==> src/rtl/core/prmt_pkg.sv <==
// Package for the pending response match table.
// Holds the widths, command and event codes, the queued item and result types
// and the slot search helpers. Depends on nothing.
`default_nettype none

package prmt_pkg;

    localparam int SLOTS       = 8;
    localparam int SLOT_W      = (SLOTS > 1) ? $clog2(SLOTS) : 1;
    localparam int CNT_W       = $clog2(SLOTS + 1);
    localparam int MAX_RES     = 8;
    localparam int RES_CNT_W   = $clog2(MAX_RES);
    localparam int QUEUE_DEPTH = 2;
    localparam int QPTR_W      = (QUEUE_DEPTH > 1) ? $clog2(QUEUE_DEPTH) : 1;
    localparam int QCNT_W      = $clog2(QUEUE_DEPTH + 1);

    localparam int CMD_W       = 2;
    localparam int HANDLE_W    = 8;
    localparam int SEQ_W       = 16;
    localparam int TYPE_W      = 8;
    localparam int REMOTE_W    = 16;
    localparam int TIME_W      = 32;
    localparam int EVENT_W     = 4;
    localparam int OUT_SLOT_W  = 3;
    localparam int REMOVED_W   = 4;
    localparam int CFG_IDX_W   = 2;
    localparam int CFG_DATA_W  = 32;

    localparam logic [TIME_W-1:0] PERIOD_RESET = 32'd1000;
    localparam logic [TYPE_W-1:0] NACK_RESET   = 8'd255;
    localparam logic [REMOVED_W-1:0] REMOVED_MAX = '1;

    localparam logic [CFG_IDX_W-1:0] CFG_IDX_PERIOD = 2'd0;
    localparam logic [CFG_IDX_W-1:0] CFG_IDX_NACK   = 2'd1;

    localparam logic [CMD_W-1:0] CMD_REGISTER   = 2'd0;
    localparam logic [CMD_W-1:0] CMD_RESPONSE   = 2'd1;
    localparam logic [CMD_W-1:0] CMD_TICK       = 2'd2;
    localparam logic [CMD_W-1:0] CMD_UNREGISTER = 2'd3;

    typedef enum logic [1:0] {
        OP_REG,
        OP_RESP,
        OP_TICK,
        OP_UNREG
    } t_op;

    typedef enum logic [EVENT_W-1:0] {
        EV_REG_OK      = 4'd0,
        EV_REG_REFUSED = 4'd1,
        EV_DELIVER     = 4'd2,
        EV_NACK_FAIL   = 4'd3,
        EV_TIMEOUT     = 4'd4,
        EV_NO_MATCH    = 4'd5,
        EV_UNREG_DONE  = 4'd6,
        EV_UNREG_NONE  = 4'd7,
        EV_TICK_DONE   = 4'd8
    } t_event;

    typedef enum logic {
        ST_IDLE,
        ST_RUN
    } t_state;

    typedef struct packed {
        t_op                 op;
        logic [HANDLE_W-1:0] handle;
        logic [SEQ_W-1:0]    seq;
        logic [TYPE_W-1:0]   ptype;
        logic [REMOTE_W-1:0] remote;
        logic [TIME_W-1:0]   deadline;
        logic [TIME_W-1:0]   now;
    } t_item;

    typedef struct packed {
        t_event                event_res;
        logic [HANDLE_W-1:0]   handle;
        logic [SEQ_W-1:0]      seq;
        logic [REMOTE_W-1:0]   remote;
        logic [OUT_SLOT_W-1:0] slot;
        logic [REMOVED_W-1:0]  removed;
        logic                  last;
    } t_result;

    function automatic logic [SLOT_W-1:0] lowest_set(input logic [SLOTS-1:0] vec);
        logic [SLOT_W-1:0] idx;
        idx = '0;
        for (int i = SLOTS - 1; i >= 0; i--) begin
            if (vec[i]) begin
                idx = SLOT_W'(i);
            end
        end
        return idx;
    endfunction

    function automatic logic [OUT_SLOT_W-1:0] slot_code(input logic [SLOT_W-1:0] idx);
        logic [SLOT_W+OUT_SLOT_W-1:0] ext;
        ext = (SLOT_W + OUT_SLOT_W)'(idx);
        return ext[OUT_SLOT_W-1:0];
    endfunction

endpackage

`default_nettype wire

==> src/rtl/core/pending_response_match_table_unit.sv <==
// Pending response match table: eight listener slots matched against register,
// response, tick and unregister commands. An item passes an input register and
// a two-beat queue; the slot sequencer registers its slot mask on taking it,
// then emits one result beat per cycle while the output does not stall, at most
// 8 per item, and takes no new item until the last beat; it sets the rate. Beats
// leave through an output register; the input side keeps taking items into the
// queue while results wait, until full. Config writes are taken every cycle.
// Top level; instantiates prmt_front, prmt_queue and prmt_back, uses prmt_pkg.
`default_nettype none

module pending_response_match_table_unit (
    input  wire logic                            i_clk,
    input  wire logic                            i_rst_n,
    input  wire logic                            i_in_valid,
    output logic                                 o_in_stall,
    input  wire logic [prmt_pkg::CMD_W-1:0]      i_cmd,
    input  wire logic [prmt_pkg::HANDLE_W-1:0]   i_owner_handle,
    input  wire logic [prmt_pkg::SEQ_W-1:0]      i_seq_num,
    input  wire logic [prmt_pkg::TYPE_W-1:0]     i_pkt_type,
    input  wire logic [prmt_pkg::REMOTE_W-1:0]   i_remote_addr,
    input  wire logic [prmt_pkg::TIME_W-1:0]     i_deadline,
    input  wire logic [prmt_pkg::TIME_W-1:0]     i_now_time,
    input  wire logic                            i_cfg_valid,
    output logic                                 o_cfg_ready,
    input  wire logic [prmt_pkg::CFG_IDX_W-1:0]  i_cfg_index,
    input  wire logic [prmt_pkg::CFG_DATA_W-1:0] i_cfg_data,
    output logic                                 o_out_valid,
    input  wire logic                            i_out_stall,
    output logic [prmt_pkg::EVENT_W-1:0]         o_event_res,
    output logic [prmt_pkg::HANDLE_W-1:0]        o_out_handle,
    output logic [prmt_pkg::SEQ_W-1:0]           o_out_seq,
    output logic [prmt_pkg::REMOTE_W-1:0]        o_out_remote,
    output logic [prmt_pkg::OUT_SLOT_W-1:0]      o_out_slot,
    output logic [prmt_pkg::REMOVED_W-1:0]       o_removed_count,
    output logic                                 o_last
);
    import prmt_pkg::*;

    logic    q_full, push, pop, head_valid;
    t_item   push_item, head;
    t_result result;

    prmt_front u_front (
        .i_clk          (i_clk),
        .i_rst_n        (i_rst_n),
        .i_in_valid     (i_in_valid),
        .o_in_stall     (o_in_stall),
        .i_cmd          (i_cmd),
        .i_owner_handle (i_owner_handle),
        .i_seq_num      (i_seq_num),
        .i_pkt_type     (i_pkt_type),
        .i_remote_addr  (i_remote_addr),
        .i_deadline     (i_deadline),
        .i_now_time     (i_now_time),
        .i_q_full       (q_full),
        .o_push         (push),
        .o_item         (push_item)
    );

    prmt_queue u_queue (
        .i_clk        (i_clk),
        .i_rst_n      (i_rst_n),
        .i_push       (push),
        .i_item       (push_item),
        .o_full       (q_full),
        .i_pop        (pop),
        .o_head_valid (head_valid),
        .o_head       (head)
    );

    prmt_back u_back (
        .i_clk        (i_clk),
        .i_rst_n      (i_rst_n),
        .i_head_valid (head_valid),
        .i_head       (head),
        .o_pop        (pop),
        .i_cfg_valid  (i_cfg_valid),
        .o_cfg_ready  (o_cfg_ready),
        .i_cfg_index  (i_cfg_index),
        .i_cfg_data   (i_cfg_data),
        .o_out_valid  (o_out_valid),
        .i_out_stall  (i_out_stall),
        .o_result     (result)
    );

    assign o_event_res     = result.event_res;
    assign o_out_handle    = result.handle;
    assign o_out_seq       = result.seq;
    assign o_out_remote    = result.remote;
    assign o_out_slot      = result.slot;
    assign o_removed_count = result.removed;
    assign o_last          = result.last;

endmodule

`default_nettype wire

==> src/rtl/core/prmt_front.sv <==
// Front end of the pending response match table: input beat register and
// command decode into a queued item. Depends on prmt_pkg.
`default_nettype none

module prmt_front (
    input  wire logic                          i_clk,
    input  wire logic                          i_rst_n,
    input  wire logic                          i_in_valid,
    output logic                               o_in_stall,
    input  wire logic [prmt_pkg::CMD_W-1:0]    i_cmd,
    input  wire logic [prmt_pkg::HANDLE_W-1:0] i_owner_handle,
    input  wire logic [prmt_pkg::SEQ_W-1:0]    i_seq_num,
    input  wire logic [prmt_pkg::TYPE_W-1:0]   i_pkt_type,
    input  wire logic [prmt_pkg::REMOTE_W-1:0] i_remote_addr,
    input  wire logic [prmt_pkg::TIME_W-1:0]   i_deadline,
    input  wire logic [prmt_pkg::TIME_W-1:0]   i_now_time,
    input  wire logic                          i_q_full,
    output logic                               o_push,
    output prmt_pkg::t_item                    o_item
);
    import prmt_pkg::*;

    logic  r_valid, n_valid;
    t_item r_item, n_item;
    logic  accept;

    assign o_in_stall = r_valid && i_q_full;
    assign o_push     = r_valid && !i_q_full;
    assign o_item     = r_item;
    assign accept     = i_in_valid && !o_in_stall;

    always_comb begin
        n_valid = r_valid;
        n_item  = r_item;
        if (accept) begin
            n_valid        = 1'b1;
            n_item.handle  = i_owner_handle;
            n_item.seq     = i_seq_num;
            n_item.ptype   = i_pkt_type;
            n_item.remote  = i_remote_addr;
            n_item.deadline = i_deadline;
            n_item.now     = i_now_time;
            unique case (i_cmd)
                CMD_REGISTER:   n_item.op = OP_REG;
                CMD_RESPONSE:   n_item.op = OP_RESP;
                CMD_TICK:       n_item.op = OP_TICK;
                CMD_UNREGISTER: n_item.op = OP_UNREG;
                default:        n_item.op = OP_UNREG;
            endcase
        end else if (o_push) begin
            n_valid = 1'b0;
        end
    end

    always_ff @(posedge i_clk) begin
        if (!i_rst_n) begin
            r_valid <= 1'b0;
        end else begin
            r_valid <= n_valid;
        end
        r_item <= n_item;
    end

endmodule

`default_nettype wire

==> src/rtl/core/prmt_queue.sv <==
// Short item queue between the front end and the slot sequencer.
// Depends on prmt_pkg for the item type and depth.
`default_nettype none

module prmt_queue (
    input  wire logic            i_clk,
    input  wire logic            i_rst_n,
    input  wire logic            i_push,
    input  wire prmt_pkg::t_item i_item,
    output logic                 o_full,
    input  wire logic            i_pop,
    output logic                 o_head_valid,
    output prmt_pkg::t_item      o_head
);
    import prmt_pkg::*;

    t_item              r_mem [QUEUE_DEPTH];
    logic [QPTR_W-1:0]  r_wr, n_wr;
    logic [QPTR_W-1:0]  r_rd, n_rd;
    logic [QCNT_W-1:0]  r_cnt, n_cnt;
    logic               do_push, do_pop;

    assign o_full       = (r_cnt == QCNT_W'(QUEUE_DEPTH));
    assign o_head_valid = (r_cnt != '0);
    assign o_head       = r_mem[r_rd];
    assign do_push      = i_push && !o_full;
    assign do_pop       = i_pop && o_head_valid;

    always_comb begin
        n_wr  = r_wr;
        n_rd  = r_rd;
        n_cnt = r_cnt;
        if (do_push) begin
            n_wr = (r_wr == QPTR_W'(QUEUE_DEPTH - 1)) ? '0 : r_wr + 1'b1;
        end
        if (do_pop) begin
            n_rd = (r_rd == QPTR_W'(QUEUE_DEPTH - 1)) ? '0 : r_rd + 1'b1;
        end
        if (do_push && !do_pop) begin
            n_cnt = r_cnt + 1'b1;
        end else if (do_pop && !do_push) begin
            n_cnt = r_cnt - 1'b1;
        end
    end

    always_ff @(posedge i_clk) begin
        if (!i_rst_n) begin
            r_wr  <= '0;
            r_rd  <= '0;
            r_cnt <= '0;
        end else begin
            r_wr  <= n_wr;
            r_rd  <= n_rd;
            r_cnt <= n_cnt;
        end
        if (do_push) begin
            r_mem[r_wr] <= i_item;
        end
    end

endmodule

`default_nettype wire

==> src/rtl/core/prmt_back.sv <==
// Slot sequencer of the pending response match table: slot storage, config
// registers, per-item slot mask, one result beat per unstalled cycle. Uses prmt_pkg.
`default_nettype none

module prmt_back (
    input  wire logic                            i_clk,
    input  wire logic                            i_rst_n,
    input  wire logic                            i_head_valid,
    input  wire prmt_pkg::t_item                 i_head,
    output logic                                 o_pop,
    input  wire logic                            i_cfg_valid,
    output logic                                 o_cfg_ready,
    input  wire logic [prmt_pkg::CFG_IDX_W-1:0]  i_cfg_index,
    input  wire logic [prmt_pkg::CFG_DATA_W-1:0] i_cfg_data,
    output logic                                 o_out_valid,
    input  wire logic                            i_out_stall,
    output prmt_pkg::t_result                    o_result
);
    import prmt_pkg::*;

    logic [HANDLE_W-1:0] r_owner    [SLOTS];
    logic [SEQ_W-1:0]    r_seq      [SLOTS];
    logic [TYPE_W-1:0]   r_type     [SLOTS];
    logic [REMOTE_W-1:0] r_remote   [SLOTS];
    logic [TIME_W-1:0]   r_deadline [SLOTS];

    logic [TIME_W-1:0]    r_period;
    logic [TYPE_W-1:0]    r_nack;
    logic [TIME_W-1:0]    r_last_sweep, n_last_sweep;
    t_state               r_state, n_state;
    t_item                r_item, n_item;
    logic [SLOTS-1:0]     r_mask, n_mask;
    logic                 r_is_nack, n_is_nack;
    logic [RES_CNT_W-1:0] r_res_cnt, n_res_cnt;
    logic                 r_out_valid, n_out_valid;
    t_result              r_out, n_out;

    logic [SLOTS-1:0]     valid_vec, free_vec, head_mask, clear_vec;
    logic                 sweep_ok;
    logic [SLOT_W-1:0]    idx;
    logic [SLOTS-1:0]     idx_hot, rest;
    logic                 emit, step_last, do_write;
    logic [CNT_W-1:0]     rm_cnt;

    assign o_cfg_ready = 1'b1;
    assign o_out_valid = r_out_valid;
    assign o_result    = r_out;

    always_comb begin
        for (int i = 0; i < SLOTS; i++) begin
            valid_vec[i] = (r_owner[i] != '0);
        end
        free_vec = ~valid_vec;
        sweep_ok = (|valid_vec) && (i_head.now > r_period)
                   && ((i_head.now - r_last_sweep) > r_period);
        head_mask = '0;
        unique case (i_head.op)
            OP_REG: begin
                if (i_head.handle != '0 && |free_vec) begin
                    head_mask = SLOTS'(1) << lowest_set(free_vec);
                end
            end
            OP_RESP: begin
                for (int i = 0; i < SLOTS; i++) begin
                    head_mask[i] = valid_vec[i]
                        && (r_type[i] == i_head.ptype || r_seq[i] == i_head.seq)
                        && (r_remote[i] == i_head.remote || r_remote[i] == '0);
                end
            end
            OP_TICK: begin
                for (int i = 0; i < SLOTS; i++) begin
                    head_mask[i] = sweep_ok && valid_vec[i] && r_deadline[i] != '0
                        && r_deadline[i] < i_head.now;
                end
            end
            OP_UNREG: begin
                for (int i = 0; i < SLOTS; i++) begin
                    head_mask[i] = (i_head.handle != '0) && (r_owner[i] == i_head.handle);
                end
            end
            default: head_mask = '0;
        endcase
    end

    always_comb begin
        n_state      = r_state;
        n_item       = r_item;
        n_mask       = r_mask;
        n_is_nack    = r_is_nack;
        n_res_cnt    = r_res_cnt;
        n_last_sweep = r_last_sweep;
        n_out        = r_out;
        n_out_valid  = r_out_valid;
        o_pop        = 1'b0;
        emit         = 1'b0;
        do_write     = 1'b0;
        clear_vec    = '0;
        idx          = lowest_set(r_mask);
        idx_hot      = SLOTS'(1) << idx;
        rest         = r_mask & ~idx_hot;
        rm_cnt       = CNT_W'($countones(r_mask));
        step_last    = (rest == '0) || (r_res_cnt == RES_CNT_W'(MAX_RES - 1));

        if (r_out_valid && !i_out_stall) begin
            n_out_valid = 1'b0;
        end

        unique case (r_state)
            ST_IDLE: begin
                if (i_head_valid) begin
                    o_pop     = 1'b1;
                    n_item    = i_head;
                    n_mask    = head_mask;
                    n_is_nack = (i_head.ptype == r_nack);
                    n_res_cnt = '0;
                    if (i_head.op == OP_TICK && sweep_ok) begin
                        n_last_sweep = i_head.now;
                    end
                    n_state = ST_RUN;
                end
            end
            ST_RUN: begin
                if (!r_out_valid || !i_out_stall) begin
                    emit        = 1'b1;
                    n_out_valid = 1'b1;
                    n_out       = '0;
                    n_out.last  = 1'b1;
                    unique case (r_item.op)
                        OP_REG: begin
                            n_out.handle = r_item.handle;
                            if (r_mask == '0) begin
                                n_out.event_res = EV_REG_REFUSED;
                            end else begin
                                n_out.event_res = EV_REG_OK;
                                n_out.slot      = slot_code(idx);
                                do_write        = 1'b1;
                            end
                        end
                        OP_RESP: begin
                            if (r_mask == '0) begin
                                n_out.event_res = EV_NO_MATCH;
                            end else begin
                                n_out.event_res = r_is_nack ? EV_NACK_FAIL : EV_DELIVER;
                                n_out.handle    = r_owner[idx];
                                n_out.seq       = r_item.seq;
                                n_out.remote    = r_item.remote;
                                n_out.slot      = slot_code(idx);
                                n_out.last      = step_last;
                            end
                        end
                        OP_TICK: begin
                            if (r_mask == '0) begin
                                n_out.event_res = EV_TICK_DONE;
                            end else begin
                                n_out.event_res = EV_TIMEOUT;
                                n_out.handle    = r_owner[idx];
                                n_out.seq       = r_seq[idx];
                                n_out.remote    = r_remote[idx];
                                n_out.slot      = slot_code(idx);
                                n_out.last      = step_last;
                                clear_vec       = step_last ? r_mask : idx_hot;
                            end
                        end
                        OP_UNREG: begin
                            n_out.handle    = r_item.handle;
                            n_out.event_res = (r_mask != '0) ? EV_UNREG_DONE : EV_UNREG_NONE;
                            n_out.removed   = (rm_cnt > CNT_W'(REMOVED_MAX)) ? REMOVED_MAX
                                                                              : REMOVED_W'(rm_cnt);
                            clear_vec       = r_mask;
                        end
                        default: n_out.event_res = EV_NO_MATCH;
                    endcase
                    n_mask    = rest;
                    n_res_cnt = r_res_cnt + 1'b1;
                    if (n_out.last) begin
                        n_state = ST_IDLE;
                    end
                end
            end
            default: n_state = ST_IDLE;
        endcase
    end

    always_ff @(posedge i_clk) begin
        if (!i_rst_n) begin
            r_state      <= ST_IDLE;
            r_out_valid  <= 1'b0;
            r_period     <= PERIOD_RESET;
            r_nack       <= NACK_RESET;
            r_last_sweep <= '0;
            for (int i = 0; i < SLOTS; i++) begin
                r_owner[i] <= '0;
            end
        end else begin
            r_state      <= n_state;
            r_out_valid  <= n_out_valid;
            r_last_sweep <= n_last_sweep;
            if (i_cfg_valid) begin
                if (i_cfg_index == CFG_IDX_PERIOD) begin
                    r_period <= i_cfg_data;
                end else if (i_cfg_index == CFG_IDX_NACK) begin
                    r_nack <= i_cfg_data[TYPE_W-1:0];
                end
            end
            for (int i = 0; i < SLOTS; i++) begin
                if (emit && clear_vec[i]) begin
                    r_owner[i] <= '0;
                end
            end
            if (do_write) begin
                r_owner[idx] <= r_item.handle;
            end
        end
        if (do_write) begin
            r_seq[idx]      <= r_item.seq;
            r_type[idx]     <= r_item.ptype;
            r_remote[idx]   <= r_item.remote;
            r_deadline[idx] <= r_item.deadline;
        end
        r_item    <= n_item;
        r_mask    <= n_mask;
        r_is_nack <= n_is_nack;
        r_res_cnt <= n_res_cnt;
        r_out     <= n_out;
    end

endmodule

`default_nettype wire

==> config.mk <==
export PLATFORM = sky130hd
export DESIGN_NAME = pending_response_match_table_unit
export DESIGN_NICKNAME = d
export VERILOG_FILES = /design/src/rtl/core/prmt_pkg.sv /design/src/rtl/core/pending_response_match_table_unit.sv /design/src/rtl/core/prmt_front.sv /design/src/rtl/core/prmt_queue.sv /design/src/rtl/core/prmt_back.sv
export SDC_FILE = /design/constraint.sdc
export NUM_CORES = 2
export LEC_CHECK = 0
export ABC_AREA = 0
export BUFFER_PORTS_ARGS = -buffer_cell sky130_fd_sc_hd__buf_2
export CORE_MARGIN = 2
export CORE_UTILIZATION = 50
export CTS_BUF_LIST = sky130_fd_sc_hd__clkbuf_8 sky130_fd_sc_hd__clkbuf_16
export CTS_CLUSTER_SIZE = 24
export DETAILED_ROUTE_END_ITERATION = 12
export PLACE_DENSITY = 0.63
export SYNTH_ARGS = -nofsm -noshare
export SYNTH_HDL_FRONTEND = slang
export SYNTH_SLANG_ARGS = --single-unit
==> constraint.sdc <==
create_clock -name i_clk -period 11.9 [get_ports i_clk]
set_clock_uncertainty 0.2 [all_clocks]
set_input_delay 1.19 -clock i_clk [delete_from_list [all_inputs] [get_ports i_clk]]
set_output_delay 1.19 -clock i_clk [all_outputs]
set_load 0.01 [all_outputs]
==> flow_summary.toml <==
[timing]
post-route-min-period_ps = 6339
tightestPinTransition_ps = 1277
relSlewSlack_pct = 13.96
clock.fmax_mhz = 157.8
final_max_slew_viol_count = 0
finalWorstSetupSlack_ps = 5561
finalHoldViolations = 0
finalSetupViolCount = 0
fin_tns_setup_ps = 0
period_share_pct = 53.27
rsz0062_at_grt = "no"
whs_ps = 243.1

[setup_path]
required_ps = 12340
start_kind = "register"
cp-end-kind = "register"
arrival_ps = 6780
crit_fanout = 64
critical_path_class = "register to register"
reg2reg_slack_ps = 5560

[synth]
ys_seq_area_share_pct = 61.89
ys_warn_count = 0
synth_top_area_share_pct = 59.10
ys_types = 86
synth_commonest_cells = "1128 x edfxtp_1, 363 x ha_1, 323 x xnor2_1"
netlist_instances = 4038
synth_area_um2 = 57320
yosys-top-cells-area = "edfxtp_1 59%, ha_1 7.9%, xnor2_1 4.9%, dfxtp_1 2.8%, nor4_1 2.2%"
synth_seq_cells = 1208
ys_async_sr_fraction_pct = 0
yosysMostFrequentCell = "edfxtp_1"
synth-main-ff-cell = "edfxtp_1"
synthesis.nets = 4559
synth_enable_flop_cells = 1128
syn_area_per_cell_um2 = 14.19
yosys.area.top_type = "edfxtp_1"

[cts]
cts_htree_levels = 4
clock_latency_ps = 770
cts_resized = 0
hold_buffers = 0
root_buffer = "clkbuf_16"
clockBufferDepth = 3
cts.sink_count = 1208
cts.clk_slew.worst_paths_ps = 60
cts_setup_buffers = 0
cts_tree = "done"
cts_buffers = 133

[power_and_ir_drop]
p_int_mw = 9.669
switching_share_pct = 34.79
p_clk_share_pct = 28.3
combinationalPowerShare_pct = 31.4
cellLeakagePower_nw = 22.81
power_frac_seq_pct = 40.3
ir_worst_vdd_mv = 0.1788
switchingPower_mw = 5.158
powerDensity_nw_per_um2 = 229.3

[global_routing]
grt_pass1_wl_mm = 230.2
grt_pass1_vias = 35220
grt_max_degree = 90
grt_antenna_before_repair = 2
overflow = 0
grt.total_usage_pct = 26.75

[drt]
drt-total-wl_mm = 156.9
antenna_left = 0
wl_per_cell_um = 26.41
drcViolationCount = 0
via_count = 35920
first_pass_iters = 6
via_per_inst = 6.044
drt-initial-drc-count = 3985

[cells_and_area]
finalInstanceArea_um2 = 64660
drive_gt1_share_pct = 14.85
fin_cells = 5943
seqCellArea_um2 = 35480
nFillCells = 9195
finalNetCount = 4847
antenna_cells = 0
multi_input_area_um2 = 20800
area_growth_pct = 12.82

[floorplanning]
num_rows = 124
core_um2 = 114000
io_pins = 208
dieArea_um2 = 117400
initial_core_util_pct = 50.26
die_x_um = 342.6
die-height_um = 342.6

[placed_design]
gp_congestion = 0.9362
dp_hpwl_mm = 109.3
place_area_um2 = 60180
post-place-ws_ps = 5460
dpl.cell_count = 5703
io_buffers = 206

[min_path]
min_path_type = "register to register"

[outcome]
outcome = "completed"

[run]
maxCapViolCount = 0
-- worst max-delay path, stage by stage, from the launching register on --
cell and delay [ps]:
dfxtp_4 660, buf_4 590, mux2_2 440, ha_1 360
a211oi_1 220, o21ai_0 160, nor2_1 130, nand3_1 110
and2_1 220, a221oi_1 430, a21boi_0 190, xor2_1 170
ha_1 300, nand2_1 60, o21ai_0 250, a211oi_1 90
nor3_1 180, a211o_1 130, and3_2 970, nand2_1 150
o211a_1 170
-- power groups by stage --
stage               logic (mW)  registers, mW  clock network (mW)
CTS                       4.65           5.96                4.27
detailed placement        4.62           6.04                   0
global route              5.09           6.02                4.44
global placement          4.57           6.03                   0
floorplan                 3.24           5.82                   0
finish                    4.66           5.97                4.20
-- sequential cells by signal, indices dropped and copies added, names as in the netlist, 52 cells and up, named ones only --
name               flops
u_back.o_result       52
u_back.r_deadline    256
u_back.r_item         82
u_back.r_owner        64
u_back.r_remote      128
u_back.r_seq         128
u_back.r_type         64
u_front.o_item       114
u_queue.r_mem        228
-- per-layer routing --
layer / global-route usage, % / up-vias / routed length [um]
li1: - / 16100 / -
met1: 40.18 / 18040 / 71030
met2: 39.94 / 1540 / 68900
met3: 4.638 / 246 / 13230
met4: 7.794 / 0 / 3765
met5: 0 / - / 0
-- logic make-up after synthesis --
logic type | count (synthesis) | share of synthesized area (%)
mux | 186 | 5.543
simple gates | 986 | 9.077
buf+inv | 269 | 1.991
flops | 1208 | 61.89
other cells | 1 | 0.006543
fa+ha+maj | 369 | 8.116
compound gates | 597 | 6.927
xor+xnor | 422 | 6.449
-- final cells by class --
cell class | count | area share, %
flip-flops and latches | 1208 | 54.87
multi-input cells | 2561 | 32.17
clock buffers | 137 | 5.267
well taps | 1512 | 2.926
repair buffers | 249 | 2.094
clock inverters | 103 | 1.668
inverters | 173 | 1.008
-- stage by stage --
stage / power, mW / utilization (%)
floorplan: 9.058 / -
global placement: 10.60 / 52.77
detailed placement: 10.66 / 52.77
CTS: 14.88 / 56.71
global route: 15.55 / 56.71
finish: 14.83 / 56.71
-- layout by cell type (no fill, tap or decap), drive strengths merged, types with 17 or more instances in the layout --
cell,netlist,final
xnor2,323,323
mux2i,58,58
ha,363,363
o211a,32,32
clkbuf,45,137
buf,51,249
nor2b,61,61
nor4,198,198
o21ai,101,101
clkinv,0,51
nor3,29,29
inv,173,199
a21o,49,49
nand2,297,297
mux4,52,52
edfxtp,1128,1128
nand3,51,51
and2,86,86
nor2,82,82
mux2,76,76
a21oi,177,177
a31oi,29,29
nand4,117,117
dfxtp,80,80
a211oi,30,30
o211ai,23,23
a21boi,33,33
xor2,99,99
bufinv,0,17
-- path summary, 6_finish.rpt --
check	startpoint	to	cells after the start
setup / recovery	register	u_back.r_last_sweep[15]	20
hold / removal	u_front.o_item[5]	u_queue.r_mem[0][5]	0
hold reg to reg	u_front.o_item[5]	u_queue.r_mem[0][5]	0
setup reg to reg	register	u_back.r_last_sweep[15]	20
(Power assumes the default switching activity.)
